$ cat src/hdl/rpsp_pkg.sv
// ----------------------------------------------------------------------------
// Radio packet stream parser package
// Shared widths, register indexes, event codes, header layout and the
// configuration register bundle.
// ----------------------------------------------------------------------------
package rpsp_pkg;

    localparam int CFG_DATA_W  = 16;
    localparam int CFG_INDEX_W = 3;
    localparam int COUNT_W     = 10;

    localparam int HEADER_BYTES_DEF = 11;

    localparam logic [CFG_INDEX_W-1:0] REG_SYNC_FIRST      = 3'd0;
    localparam logic [CFG_INDEX_W-1:0] REG_SYNC_CTRL       = 3'd1;
    localparam logic [CFG_INDEX_W-1:0] REG_CTRL_COMMAND    = 3'd2;
    localparam logic [CFG_INDEX_W-1:0] REG_CTRL_LENGTH     = 3'd3;
    localparam logic [CFG_INDEX_W-1:0] REG_MAX_CHUNK_LEN   = 3'd4;
    localparam logic [CFG_INDEX_W-1:0] REG_MAX_FRAME       = 3'd5;
    localparam logic [CFG_INDEX_W-1:0] REG_MAX_CHUNK_COUNT = 3'd6;

    localparam logic [2:0] EV_DISCARD   = 3'd0;
    localparam logic [2:0] EV_STORED    = 3'd1;
    localparam logic [2:0] EV_AUDIO_OK  = 3'd2;
    localparam logic [2:0] EV_AUDIO_BAD = 3'd3;
    localparam logic [2:0] EV_CTRL_OK   = 3'd4;
    localparam logic [2:0] EV_CTRL_BAD  = 3'd5;
    localparam logic [2:0] EV_HDR_REJ   = 3'd6;

    localparam logic [7:0] AUDIO_SELECT = 8'h5E;
    localparam logic [7:0] AUDIO_SYNC   = 8'hE5;

    localparam logic [COUNT_W-1:0] POS_CTRL_CMD    = 10'd2;
    localparam logic [COUNT_W-1:0] POS_CTRL_ARG    = 10'd3;
    localparam logic [COUNT_W-1:0] POS_CHUNK_IDX   = 10'd3;
    localparam logic [COUNT_W-1:0] POS_CHUNK_COUNT = 10'd4;
    localparam logic [COUNT_W-1:0] POS_FRAME_LO    = 10'd5;
    localparam logic [COUNT_W-1:0] POS_FRAME_HI    = 10'd6;
    localparam logic [COUNT_W-1:0] POS_OFFSET_LO   = 10'd7;
    localparam logic [COUNT_W-1:0] POS_OFFSET_HI   = 10'd8;
    localparam logic [COUNT_W-1:0] POS_PAYLOAD_LO  = 10'd9;
    localparam logic [COUNT_W-1:0] POS_PAYLOAD_HI  = 10'd10;

    localparam logic [16:0] MAX_PACKET = 17'd1023;

    typedef struct packed {
        logic [7:0]  sync_first;
        logic [7:0]  sync_ctrl;
        logic [7:0]  ctrl_command;
        logic [4:0]  ctrl_length;
        logic [9:0]  max_chunk_len;
        logic [15:0] max_frame;
        logic [7:0]  max_chunk_count;
    } t_cfg;

    localparam t_cfg CFG_RESET = '{
        sync_first:      8'hE5,
        sync_ctrl:       8'hC0,
        ctrl_command:    8'd1,
        ctrl_length:     5'd4,
        max_chunk_len:   10'd200,
        max_frame:       16'd2000,
        max_chunk_count: 8'd16
    };

endpackage

$ cat src/hdl/rpsp_cfg.sv
// ----------------------------------------------------------------------------
// Radio packet stream parser configuration registers
// Write-only register file; values are truncated to each register's width.
// ----------------------------------------------------------------------------
module rpsp_cfg (
    input  logic                             i_clk,
    input  logic                             i_rst_n,
    input  logic                             i_cfg_we,
    input  logic [rpsp_pkg::CFG_INDEX_W-1:0] i_cfg_index,
    input  logic [rpsp_pkg::CFG_DATA_W-1:0]  i_cfg_data,
    output rpsp_pkg::t_cfg                   o_cfg
);

    rpsp_pkg::t_cfg r_cfg;

    always_ff @(posedge i_clk) begin
        if (!i_rst_n) begin
            r_cfg <= rpsp_pkg::CFG_RESET;
        end else if (i_cfg_we) begin
            case (i_cfg_index)
                rpsp_pkg::REG_SYNC_FIRST: begin
                    r_cfg.sync_first <= i_cfg_data[7:0];
                end
                rpsp_pkg::REG_SYNC_CTRL: begin
                    r_cfg.sync_ctrl <= i_cfg_data[7:0];
                end
                rpsp_pkg::REG_CTRL_COMMAND: begin
                    r_cfg.ctrl_command <= i_cfg_data[7:0];
                end
                rpsp_pkg::REG_CTRL_LENGTH: begin
                    r_cfg.ctrl_length <= i_cfg_data[4:0];
                end
                rpsp_pkg::REG_MAX_CHUNK_LEN: begin
                    r_cfg.max_chunk_len <= i_cfg_data[9:0];
                end
                rpsp_pkg::REG_MAX_FRAME: begin
                    r_cfg.max_frame <= i_cfg_data[15:0];
                end
                rpsp_pkg::REG_MAX_CHUNK_COUNT: begin
                    r_cfg.max_chunk_count <= i_cfg_data[7:0];
                end
                default: begin
                end
            endcase
        end
    end

    assign o_cfg = r_cfg;

endmodule

$ cat src/hdl/rpsp_parse.sv
// ----------------------------------------------------------------------------
// Radio packet stream parser core
// Packet state machine, header capture and checks, and the result register.
// ----------------------------------------------------------------------------
module rpsp_parse #(
    parameter int HEADER_BYTES = rpsp_pkg::HEADER_BYTES_DEF
) (
    input  logic                         i_clk,
    input  logic                         i_rst_n,
    input  rpsp_pkg::t_cfg               i_cfg,
    input  logic                         i_in_valid,
    output logic                         o_in_stall,
    input  logic [7:0]                   i_byte_in,
    output logic                         o_out_valid,
    input  logic                         i_out_stall,
    output logic [7:0]                   o_byte_out,
    output logic [rpsp_pkg::COUNT_W-1:0] o_position,
    output logic [2:0]                   o_event_res,
    output logic [rpsp_pkg::COUNT_W-1:0] o_packet_length
);

    localparam int CW = rpsp_pkg::COUNT_W;
    localparam logic [CW-1:0] HB = CW'(HEADER_BYTES);
    localparam logic [16:0] HB17 = 17'(HEADER_BYTES);

    typedef enum logic [2:0] {
        PH_SYNC1 = 3'd0,
        PH_SYNC2 = 3'd1,
        PH_HEAD  = 3'd2,
        PH_AUDIO = 3'd3,
        PH_CTRL  = 3'd4
    } t_phase;

    t_phase         r_phase, n_phase;
    logic [CW-1:0]  r_count, n_count;
    logic [7:0]     r_chunk_idx, n_chunk_idx;
    logic [7:0]     r_chunk_count, n_chunk_count;
    logic [15:0]    r_frame, n_frame;
    logic [15:0]    r_offset, n_offset;
    logic [15:0]    r_payload, n_payload;
    logic [7:0]     r_cmd, n_cmd;
    logic [7:0]     r_arg, n_arg;

    logic           r_out_valid;
    logic [7:0]     r_byte;
    logic [CW-1:0]  r_pos, n_pos;
    logic [2:0]     r_ev, n_ev;
    logic [CW-1:0]  r_plen, n_plen;

    logic           accept;
    logic [CW-1:0]  count_inc;
    logic           audio_ok;
    logic           ctrl_ok;

    function automatic logic header_good(input rpsp_pkg::t_cfg cfg, input logic [15:0] frame,
                                         input logic [15:0] offset,
                                         input logic [15:0] payload);
        logic ok;
        ok = (payload != 16'd0) && (payload <= {6'd0, cfg.max_chunk_len}) &&
             (frame != 16'd0) && (frame <= cfg.max_frame) &&
             (({1'b0, offset} + {1'b0, payload}) <= {1'b0, frame});
        return ok;
    endfunction

    assign o_in_stall = r_out_valid && i_out_stall;
    assign accept     = i_in_valid && !o_in_stall;
    assign count_inc  = r_count + 1'b1;

    assign audio_ok = header_good(i_cfg, r_frame, r_offset, r_payload) &&
                      (r_chunk_count != 8'd0) &&
                      (r_chunk_count <= i_cfg.max_chunk_count) &&
                      (r_chunk_idx < r_chunk_count) &&
                      (i_cfg.sync_first == rpsp_pkg::AUDIO_SYNC);

    always_comb begin
        n_phase       = r_phase;
        n_count       = r_count;
        n_chunk_idx   = r_chunk_idx;
        n_chunk_count = r_chunk_count;
        n_frame       = r_frame;
        n_offset      = r_offset;
        n_payload     = r_payload;
        n_cmd         = r_cmd;
        n_arg         = r_arg;
        n_pos         = '0;
        n_ev          = rpsp_pkg::EV_DISCARD;
        n_plen        = '0;
        ctrl_ok       = 1'b0;
        case (r_phase)
            PH_SYNC2: begin
                if (i_byte_in == rpsp_pkg::AUDIO_SELECT) begin
                    n_pos   = CW'(1);
                    n_ev    = rpsp_pkg::EV_STORED;
                    n_count = CW'(2);
                    n_phase = PH_HEAD;
                end else if (i_byte_in == i_cfg.sync_ctrl) begin
                    n_pos   = CW'(1);
                    n_ev    = rpsp_pkg::EV_STORED;
                    n_count = CW'(2);
                    n_phase = PH_CTRL;
                    n_cmd   = 8'd0;
                    n_arg   = 8'd0;
                end else if (i_byte_in == i_cfg.sync_first) begin
                    n_ev    = rpsp_pkg::EV_STORED;
                    n_count = CW'(1);
                end else begin
                    n_phase = PH_SYNC1;
                    n_count = '0;
                end
            end
            PH_HEAD: begin
                n_pos   = r_count;
                n_ev    = rpsp_pkg::EV_STORED;
                n_count = count_inc;
                case (r_count)
                    rpsp_pkg::POS_CHUNK_IDX:   n_chunk_idx     = i_byte_in;
                    rpsp_pkg::POS_CHUNK_COUNT: n_chunk_count   = i_byte_in;
                    rpsp_pkg::POS_FRAME_LO:    n_frame[7:0]    = i_byte_in;
                    rpsp_pkg::POS_FRAME_HI:    n_frame[15:8]   = i_byte_in;
                    rpsp_pkg::POS_OFFSET_LO:   n_offset[7:0]   = i_byte_in;
                    rpsp_pkg::POS_OFFSET_HI:   n_offset[15:8]  = i_byte_in;
                    rpsp_pkg::POS_PAYLOAD_LO:  n_payload[7:0]  = i_byte_in;
                    rpsp_pkg::POS_PAYLOAD_HI:  n_payload[15:8] = i_byte_in;
                    default: begin
                    end
                endcase
                if (count_inc >= HB) begin
                    if (!header_good(i_cfg, n_frame, n_offset, n_payload) ||
                        (HB17 + {1'b0, n_payload}) > rpsp_pkg::MAX_PACKET) begin
                        n_ev    = rpsp_pkg::EV_HDR_REJ;
                        n_phase = PH_SYNC1;
                        n_count = '0;
                    end else begin
                        n_phase = PH_AUDIO;
                    end
                end
            end
            PH_AUDIO: begin
                n_pos   = r_count;
                n_ev    = rpsp_pkg::EV_STORED;
                n_count = count_inc;
                if ({7'd0, count_inc} >= (HB17 + {1'b0, r_payload})) begin
                    n_ev    = audio_ok ? rpsp_pkg::EV_AUDIO_OK : rpsp_pkg::EV_AUDIO_BAD;
                    n_plen  = count_inc;
                    n_phase = PH_SYNC1;
                    n_count = '0;
                end
            end
            PH_CTRL: begin
                n_pos   = r_count;
                n_ev    = rpsp_pkg::EV_STORED;
                n_count = count_inc;
                if (r_count == rpsp_pkg::POS_CTRL_CMD) begin
                    n_cmd = i_byte_in;
                end else if (r_count == rpsp_pkg::POS_CTRL_ARG) begin
                    n_arg = i_byte_in;
                end
                ctrl_ok = (count_inc == {5'd0, i_cfg.ctrl_length}) &&
                          (n_cmd == i_cfg.ctrl_command) && (n_arg <= 8'd1);
                if (count_inc >= {5'd0, i_cfg.ctrl_length}) begin
                    n_ev    = ctrl_ok ? rpsp_pkg::EV_CTRL_OK : rpsp_pkg::EV_CTRL_BAD;
                    n_plen  = count_inc;
                    n_phase = PH_SYNC1;
                    n_count = '0;
                end
            end
            default: begin
                if (i_byte_in == i_cfg.sync_first) begin
                    n_ev    = rpsp_pkg::EV_STORED;
                    n_count = CW'(1);
                    n_phase = PH_SYNC2;
                end else begin
                    n_phase = PH_SYNC1;
                    n_count = '0;
                end
            end
        endcase
    end

    always_ff @(posedge i_clk) begin
        if (!i_rst_n) begin
            r_phase       <= PH_SYNC1;
            r_count       <= '0;
            r_chunk_idx   <= '0;
            r_chunk_count <= '0;
            r_frame       <= '0;
            r_offset      <= '0;
            r_payload     <= '0;
            r_cmd         <= '0;
            r_arg         <= '0;
            r_out_valid   <= 1'b0;
        end else begin
            if (accept) begin
                r_phase       <= n_phase;
                r_count       <= n_count;
                r_chunk_idx   <= n_chunk_idx;
                r_chunk_count <= n_chunk_count;
                r_frame       <= n_frame;
                r_offset      <= n_offset;
                r_payload     <= n_payload;
                r_cmd         <= n_cmd;
                r_arg         <= n_arg;
                r_out_valid   <= 1'b1;
            end else if (!i_out_stall) begin
                r_out_valid   <= 1'b0;
            end
        end
    end

    always_ff @(posedge i_clk) begin
        if (accept) begin
            r_byte <= i_byte_in;
            r_pos  <= n_pos;
            r_ev   <= n_ev;
            r_plen <= n_plen;
        end
    end

    assign o_out_valid     = r_out_valid;
    assign o_byte_out      = r_byte;
    assign o_position      = r_pos;
    assign o_event_res     = r_ev;
    assign o_packet_length = r_plen;

endmodule

$ cat src/hdl/radio_packet_stream_parser.sv
// ----------------------------------------------------------------------------
// Radio packet stream parser
// Sync hunt, audio and control packet framing, header checks and end-of-packet
// send verdicts over a serial byte stream.
// ----------------------------------------------------------------------------
// The parser takes one byte per clock cycle unless i_out_stall holds a full
// result register, and returns exactly one result beat per byte, in the cycle
// after the byte is accepted; the rate is set by the single result register,
// which refills in the cycle it is drained, so a byte is accepted whenever the
// result register is empty or being taken. Configuration registers come up at
// their documented defaults and need no initialization pass.
module radio_packet_stream_parser #(
    parameter int HEADER_BYTES = rpsp_pkg::HEADER_BYTES_DEF
) (
    input  logic                             i_clk,
    input  logic                             i_rst_n,
    input  logic                             i_cfg_we,
    input  logic [rpsp_pkg::CFG_INDEX_W-1:0] i_cfg_index,
    input  logic [rpsp_pkg::CFG_DATA_W-1:0]  i_cfg_data,
    input  logic                             i_in_valid,
    output logic                             o_in_stall,
    input  logic [7:0]                       i_byte_in,
    output logic                             o_out_valid,
    input  logic                             i_out_stall,
    output logic [7:0]                       o_byte_out,
    output logic [rpsp_pkg::COUNT_W-1:0]     o_position,
    output logic [2:0]                       o_event_res,
    output logic [rpsp_pkg::COUNT_W-1:0]     o_packet_length
);

    rpsp_pkg::t_cfg cfg;

    rpsp_cfg u_cfg (
        .i_clk       (i_clk),
        .i_rst_n     (i_rst_n),
        .i_cfg_we    (i_cfg_we),
        .i_cfg_index (i_cfg_index),
        .i_cfg_data  (i_cfg_data),
        .o_cfg       (cfg)
    );

    rpsp_parse #(
        .HEADER_BYTES (HEADER_BYTES)
    ) u_parse (
        .i_clk           (i_clk),
        .i_rst_n         (i_rst_n),
        .i_cfg           (cfg),
        .i_in_valid      (i_in_valid),
        .o_in_stall      (o_in_stall),
        .i_byte_in       (i_byte_in),
        .o_out_valid     (o_out_valid),
        .i_out_stall     (i_out_stall),
        .o_byte_out      (o_byte_out),
        .o_position      (o_position),
        .o_event_res     (o_event_res),
        .o_packet_length (o_packet_length)
    );

endmodule

$ cat config.mk
export PLATFORM = sky130hd
export DESIGN_NAME = radio_packet_stream_parser
export DESIGN_NICKNAME = d
export VERILOG_FILES = /design/src/hdl/rpsp_pkg.sv /design/src/hdl/rpsp_cfg.sv /design/src/hdl/rpsp_parse.sv /design/src/hdl/radio_packet_stream_parser.sv
export SDC_FILE = /design/constraint.sdc
export NUM_CORES = 1
export LEC_CHECK = 0
export ABC_AREA = 0
export BUFFER_PORTS_ARGS = -buffer_cell sky130_fd_sc_hd__buf_2
export CAP_MARGIN = 20
export CORE_MARGIN = 3
export CORE_UTILIZATION = 55
export DETAILED_ROUTE_END_ITERATION = 16
export GPL_TIMING_DRIVEN = 0
export PLACE_DENSITY = 0.75
export SYNTH_ARGS = -nofsm -noshare
export SYNTH_HDL_FRONTEND = slang
export SYNTH_SLANG_ARGS = --single-unit
$ cat constraint.sdc
create_clock -name i_clk -period 13.4 [get_ports i_clk]
set_input_delay 2.68 -clock i_clk [delete_from_list [all_inputs] [get_ports i_clk]]
set_output_delay 2.68 -clock i_clk [all_outputs]
set_load 0.1 [all_outputs]
=== After elaboration in Yosys (flattened, before gate mapping) ===
Cells that the tools add are included.

* Add/subtract/negate cells: 5
* Reductions and logical operators: 39
* Order comparisons: 13
* Eq/ne operators: 32
* Muxes and demuxes: 55

{| class="wikitable"
|+ Operators with widths
! operator !! number
|-
| 2-to-1 mux 8 bit || 19
|-
| 2-to-1 mux 10 bit || 9
|-
| nonzero test 16 bit || 4
|-
| equality test 10 x 3 -> 1 bit (second input constant) || 4
|-
| one-hot mux 10 bit (2 select lines) || 2
|-
| one-hot mux 10 bit (4 select lines) || 1
|-
| 2-to-1 mux 3 bit || 12
|-
| adder 16 x 16 -> 17 bit || 2
|-
| adder 4 x 16 -> 17 bit (first input constant) || 2
|-
| less-or-equal comparator 17 x 16 -> 1 bit || 2
|-
| less-or-equal comparator 16 x 10 -> 1 bit || 2
|-
| less-or-equal comparator 16 bit || 2
|-
| one-hot mux 8 bit (2 select lines) || 2
|-
| equality test 10 x 4 -> 1 bit (second input constant) || 3
|-
| equality test 8 bit || 3
|-
| one-hot mux 3 bit (4 select lines) || 2
|-
| equality test 10 x 2 -> 1 bit (second input constant) || 2
|-
| >= comparator 10 x 17 -> 1 bit || 1
|-
| greater-than comparator 17 x 10 -> 1 bit (second input constant) || 1
|-
| logical AND 1 bit || 16
|-
| AND reduction 2 bit || 8
|-
| equality test 3 x 2 -> 1 bit (second input constant) || 4
|-
| equality test 3 bit (second input constant) || 4
|-
| adder 10 x 1 -> 10 bit (second input constant) || 1
|-
| other kinds (23) || 36
|}

* Word-level logic and storage cells: 165
* Output and inout bits: 33
* Register bits after elaboration: 188

=== Depth between registers and ports, before layout ===
* Word-level depth: 13
* Mapped depth: 27
* Depth with buffers taken out: 26

=== Cells and area by module ===
A second synthesis with hierarchy kept.

* Cells, all modules: 1571
* Area, all modules: 13654.3 um^2

{| class="wikitable"
|+ Modules (own cells, without submodules)
! module !! area an instance (um^2) !! instances !! cells an instance
|-
| rpsp_parse || 11183.2 || 1 || 1331
|-
| rpsp_cfg || 2471.1 || 1 || 240
|}

=== Worst setup path before layout ===
Ideal clock, no wire load.

* Path type: input -> register
* From: in i_byte_in[1]
* To: reg u_parse.r_count[0]
* Data arrival time: 7.572 ns
* Slack: 5.760 ns
* Stages: 23
* Library setup time: 0.068 ns
* Cell sequence: clkbuf_1 -> clkbuf_1 -> mux2i_1 -> inv_1 -> ha_1 -> a21o_1 -> a21oi_1 -> o21a_1 -> nor3_1 -> a41o_1 -> o41ai_1 -> o2111ai_1 -> a21oi_1 -> xnor2_1 -> ha_1 -> a2111oi_0 -> o21ai_0 -> o31ai_1 -> nand4b_1 -> or4b_4 -> nor4_4 -> o21ai_4 -> o21ai_2

* Longest elaborated chain between the ends: 12
* Elaborated cells between the ends (all ways): 35
* Classes of those cells: 2 x add/sub; 4 x order compare; 3 x eq/ne; 18 x mux; 8 x reduce/logical

{| class="wikitable"
|+ Ends and longest elaborated chain
! item !! line !! RTL
|-
| start: declaration || radio_packet_stream_parser.sv:22 || <nowiki>input logic [7:0] i_byte_in,</nowiki>
|-
| branches (longest 11 deep; another with adder 16 x 16 -> 17 bit) || - ||
|-
| one-hot mux 10 bit (4 select lines) * || rpsp_parse.sv:89 || <nowiki>case (r_phase)</nowiki>
|-
| end signal: assignment || rpsp_parse.sv:195 || <nowiki>r_count <= n_count;</nowiki>
|-
| end: declaration || rpsp_parse.sv:35 || <nowiki>logic [CW-1:0] r_count, n_count;</nowiki>
|}

Every way passes the cells marked *. The select of a mux whose other input is x is not followed.
A chain may end at the register's enable or synchronous reset.

=== Worst setup path in the final report ===
* From: in i_byte_in[1]
* To: reg u_parse.r_ev[1], in the netlist u_parse.o_event_res[1] (data pin)

* Longest elaborated chain between the ends: 12
* Elaborated cells between the ends (all ways): 31
* Classes of those cells: 2 x add/sub; 4 x order compare; 1 x eq/ne; 16 x mux; 8 x reduce/logical

{| class="wikitable"
|+ Ends and longest elaborated chain
! item !! line !! RTL
|-
| branches (longest 11 deep; another with adder 16 x 16 -> 17 bit) || - ||
|-
| one-hot mux 3 bit (4 select lines) * || rpsp_parse.sv:89 ||
|-
| named net u_parse.n_ev[1] || rpsp_parse.sv:47 || <nowiki>logic [2:0] r_ev, n_ev;</nowiki>
|-
| end signal: assignment || rpsp_parse.sv:214 || <nowiki>r_ev <= n_ev;</nowiki>
|-
| end: declaration || rpsp_parse.sv:47 ||
|}

Mark *: on every way through the listed nets, which the timed path passes. The select of a mux whose other input is x is not followed.

==> impl_metrics.yaml <==
logic_synthesis:
  ys_seq_area_frac: 0.300
  synth_fa_ha_area_frac: 0.145
  syn-cell-area_um2: 13500
  synth_ff_type: "dfxtp_1"
  synth_xor_xnor_area_share: 0.0434
  synth-simple-area-share: 0.218
  synthArstFlopShare: 0
  synthMuxAreaShare: 0.0752
  avgSynthCellArea_um2: 8.42
  syn_inst: 1608
  synth_edf_count: 31
  synth_top_family_by_area: "simple AND/OR/NAND/NOR gates"
  yosys_warnings: 0
  synth.ff_latch_count: 187
  syn_nets: 1796
  ys_types: 74
  synth_compound_area_frac: 0.164
timing:
  fin_worst_skew_ns: 0.0147
  rsz0062_at_grt: "no"
  fin_crit_sh: 0.725
  setup_viol: 0
  fin_crit_ns: 9.71
  hold_violations: 0
  final_max_slew_viol_count: 0
  tns_ns: 0
  worstMarginPinSlew_ns: 1.09
  max-slew-margin-rel: 0.277
  fmax_ghz: 0.103
  hold_ws_ns: 0.466
worst_setup_path:
  cp.required_ns: 13.60
  path_max_fanout: 10
  crit_type: "in2reg"
  start_kind: "input port"
  critPathArrivalTime_ns: 9.91
  worst_setup_path_end_kind: "flip-flop"
detailed_routing:
  vias_per_cell: 6.19
  drt-met1-wl_um: 17900
  wl_per_cell_um: 20.9
  vias: 12500
  wl_um: 42300
  met3WireLength_um: 4180
  drc: 0
  antenna_left: 0
  dr.pass1.iters: 6
  top_layer_used: "met4"
  drt_iter0_drc: 1411
  wl_met2_um: 18200
clock_tree:
  postCtsSetupBuffers: 0
  insertion_delay_ns: 0.45
  htreeDepth: 4
  cts_resized: 0
  clk_pin_slew_ns: 0.07
  cts_tree: "built"
  cts_buffer_depth: 2
  cts_root_buffer: "clkbuf_16"
  numCtsBuffers: 17
  hold_buffers: 0
  cts_sinks: 187
hold_path:
  hold_path_class: "reg2reg"
pwr:
  p_total_uw: 1380
  p_per_area_nw_per_um2: 92.7
  peakVddDrop_uv: 83.7
  total_leakage_power_uw: 0.00670
layout:
  nets: 1877
  drive_gt1_frac: 0.0875
  fin_util: 0.623
  layout_commonest_cell: "nand2_1"
  layout_common_cells: "nand2_1, dfxtp_1, ha_1, inv_1, nor2_1"
  nFillCells: 2090
  n_antenna_cell: 0
  area_growth_pct: 9.68
floorplan:
  floorplan.initialDensity: 0.568
  die_area_um2: 26500
  die_height_um: 163
  core-area_um2: 23800
  die_w_um: 163
  num_rows: 56
  io_pins: 65
global_routing:
  antenna_found_initial: 0
  grt_usage: 0.320
  grt_max_degree: 40
  grt_pass1_vias: 11900
  overflow: 0
  grt_first_pass_wirelength_um: 65800
placement:
  dp_hpwl_um: 31900
  gp_congestion: 1.01
  port_buffers: 62
outcome:
  outcome: "completed"
flow_run:
  cap_violations: 0
==> flip-flops by register name, indices dropped and copies added, names as in the netlist, 10 cells and up <==
register / cells
u_cfg.o_cfg: 63
u_parse.r_frame: 16
u_parse.r_offset: 16
u_parse.r_payload: 16
u_parse.o_packet_length: 10
u_parse.o_position: 10
u_parse.r_count: 10
==> logic make-up (layout without fill, tap and decap cells) <==
family | after synthesis | count (layout)
muxes | 98 | 98
buffers and inverters | 195 | 289
xor gates and xnor gates | 67 | 67
DFF | 187 | 187
adders and majority gates | 156 | 156
and+or+nand+nor | 590 | 590
AOI/OAI and AO/OA | 315 | 315
==> worst max-delay path, stage by stage <==
cell and delay (ns):
buf_2 0.09, clkbuf_1 0.64, clkbuf_1 0.77, mux2i_1 0.35, inv_1 0.25, ha_1 0.26
a21o_1 0.18, a21oi_1 0.28, o21a_1 0.18, nor3_1 0.07, a41o_1 0.26, o41ai_1 0.65
o2111ai_1 0.21, a21oi_1 0.24, xnor2_1 0.16, ha_1 0.24, a2111oi_0 0.37, o21ai_0 0.14
o31ai_1 0.46, nand3_1 0.11, or4_1 0.50, nor3_1 0.43, nor3_1 0.14, a31o_2 0.24
==> per-layer routing <==
layer	global-route usage	vias up
met4	0.145	0
met5	0	-
met2	0.488	684
met3	0.0557	138
met1	0.443	5836
li1	-	5861
==> report_power, final <==
group / switching, uW / total, uW / internal [uW] / leakage, uW
logic: 167 / 244 / 77.0 / 0.00484
registers: 14.9 / 600 / 585 / 0.00157
clock network: 255 / 532 / 277 / 0.000295
total: 437 / 1380 / 938 / 0.00670
==> area by class of cell <==
type                       count  area (um^2)  area share
buffer                        79          305      0.0206
clock buffer                  20          457      0.0308
clock inverter                12          143     0.00961
inverter                     116          435      0.0293
multi-input combinational   1226         8740       0.589
sequential                   187         4050       0.273
tap                          319          399      0.0269
timing repair buffer          62          310      0.0209
==> cell usage after synthesis, drive strengths merged (3+ instances only) <==
cell type,count,share of area
o211a,25,0.018
or4b,5,0.0040
or2,6,0.0028
nand2b,13,0.0060
a211oi,7,0.0039
nand3,69,0.026
inv,116,0.032
o221ai,3,0.0019
a21boi,67,0.037
clkbuf,69,0.019
mux2i,72,0.053
o21bai,4,0.0022
nor2,75,0.021
a21oi,55,0.020
nand4,33,0.015
o21a,19,0.011
o22ai,4,0.0018
o21ai,53,0.022
o2111ai,6,0.0039
a22oi,3,0.0017
o31ai,9,0.0050
ha,154,0.14
xor2,23,0.015
o211ai,13,0.0072
xnor2,44,0.028
or3,3,0.0014
a21o,17,0.0094
mux2,26,0.022
nor4,21,0.011
nor4b,4,0.0037
and2,12,0.0055
dfxtp,156,0.23
edfxtp,31,0.069
o31a,3,0.0019
and4,3,0.0019
nor3,29,0.011
and3,12,0.0055
a31oi,10,0.0046
or4,10,0.0055
nand4b,4,0.0026
nor2b,60,0.028
buf,10,0.0033
nand2,225,0.062
==> path summary, 6_finish.rpt <==
kind	depth (start not counted)	to	start	slack (ns)
max	24	u_parse.o_event_res[1]$_DFFE_PP_	i_byte_in[1]	3.69
max reg2reg	24	u_parse.o_event_res[1]$_DFFE_PP_	u_parse.r_count[2]$_SDFFE_PN0P_	5.48
min reg2reg	2	u_cfg.o_cfg[26]$_SDFFE_PN0P_	u_cfg.o_cfg[26]$_SDFFE_PN0P_	0.47
min	2	u_cfg.o_cfg[26]$_SDFFE_PN0P_	u_cfg.o_cfg[26]$_SDFFE_PN0P_	0.47
==> metrics by stage <==
stage	std cells	instance area [um^2]	setup WS, ns
final	2021	14800	3.69
after global routing	2021	14800	3.60
after CTS	2021	14800	3.89
after detailed placement	1989	14200	3.47
after global placement	1989	14200	3.55
after floorplan	1608	13500	5.76
Note: power is estimated with default switching activity, not from simulation.
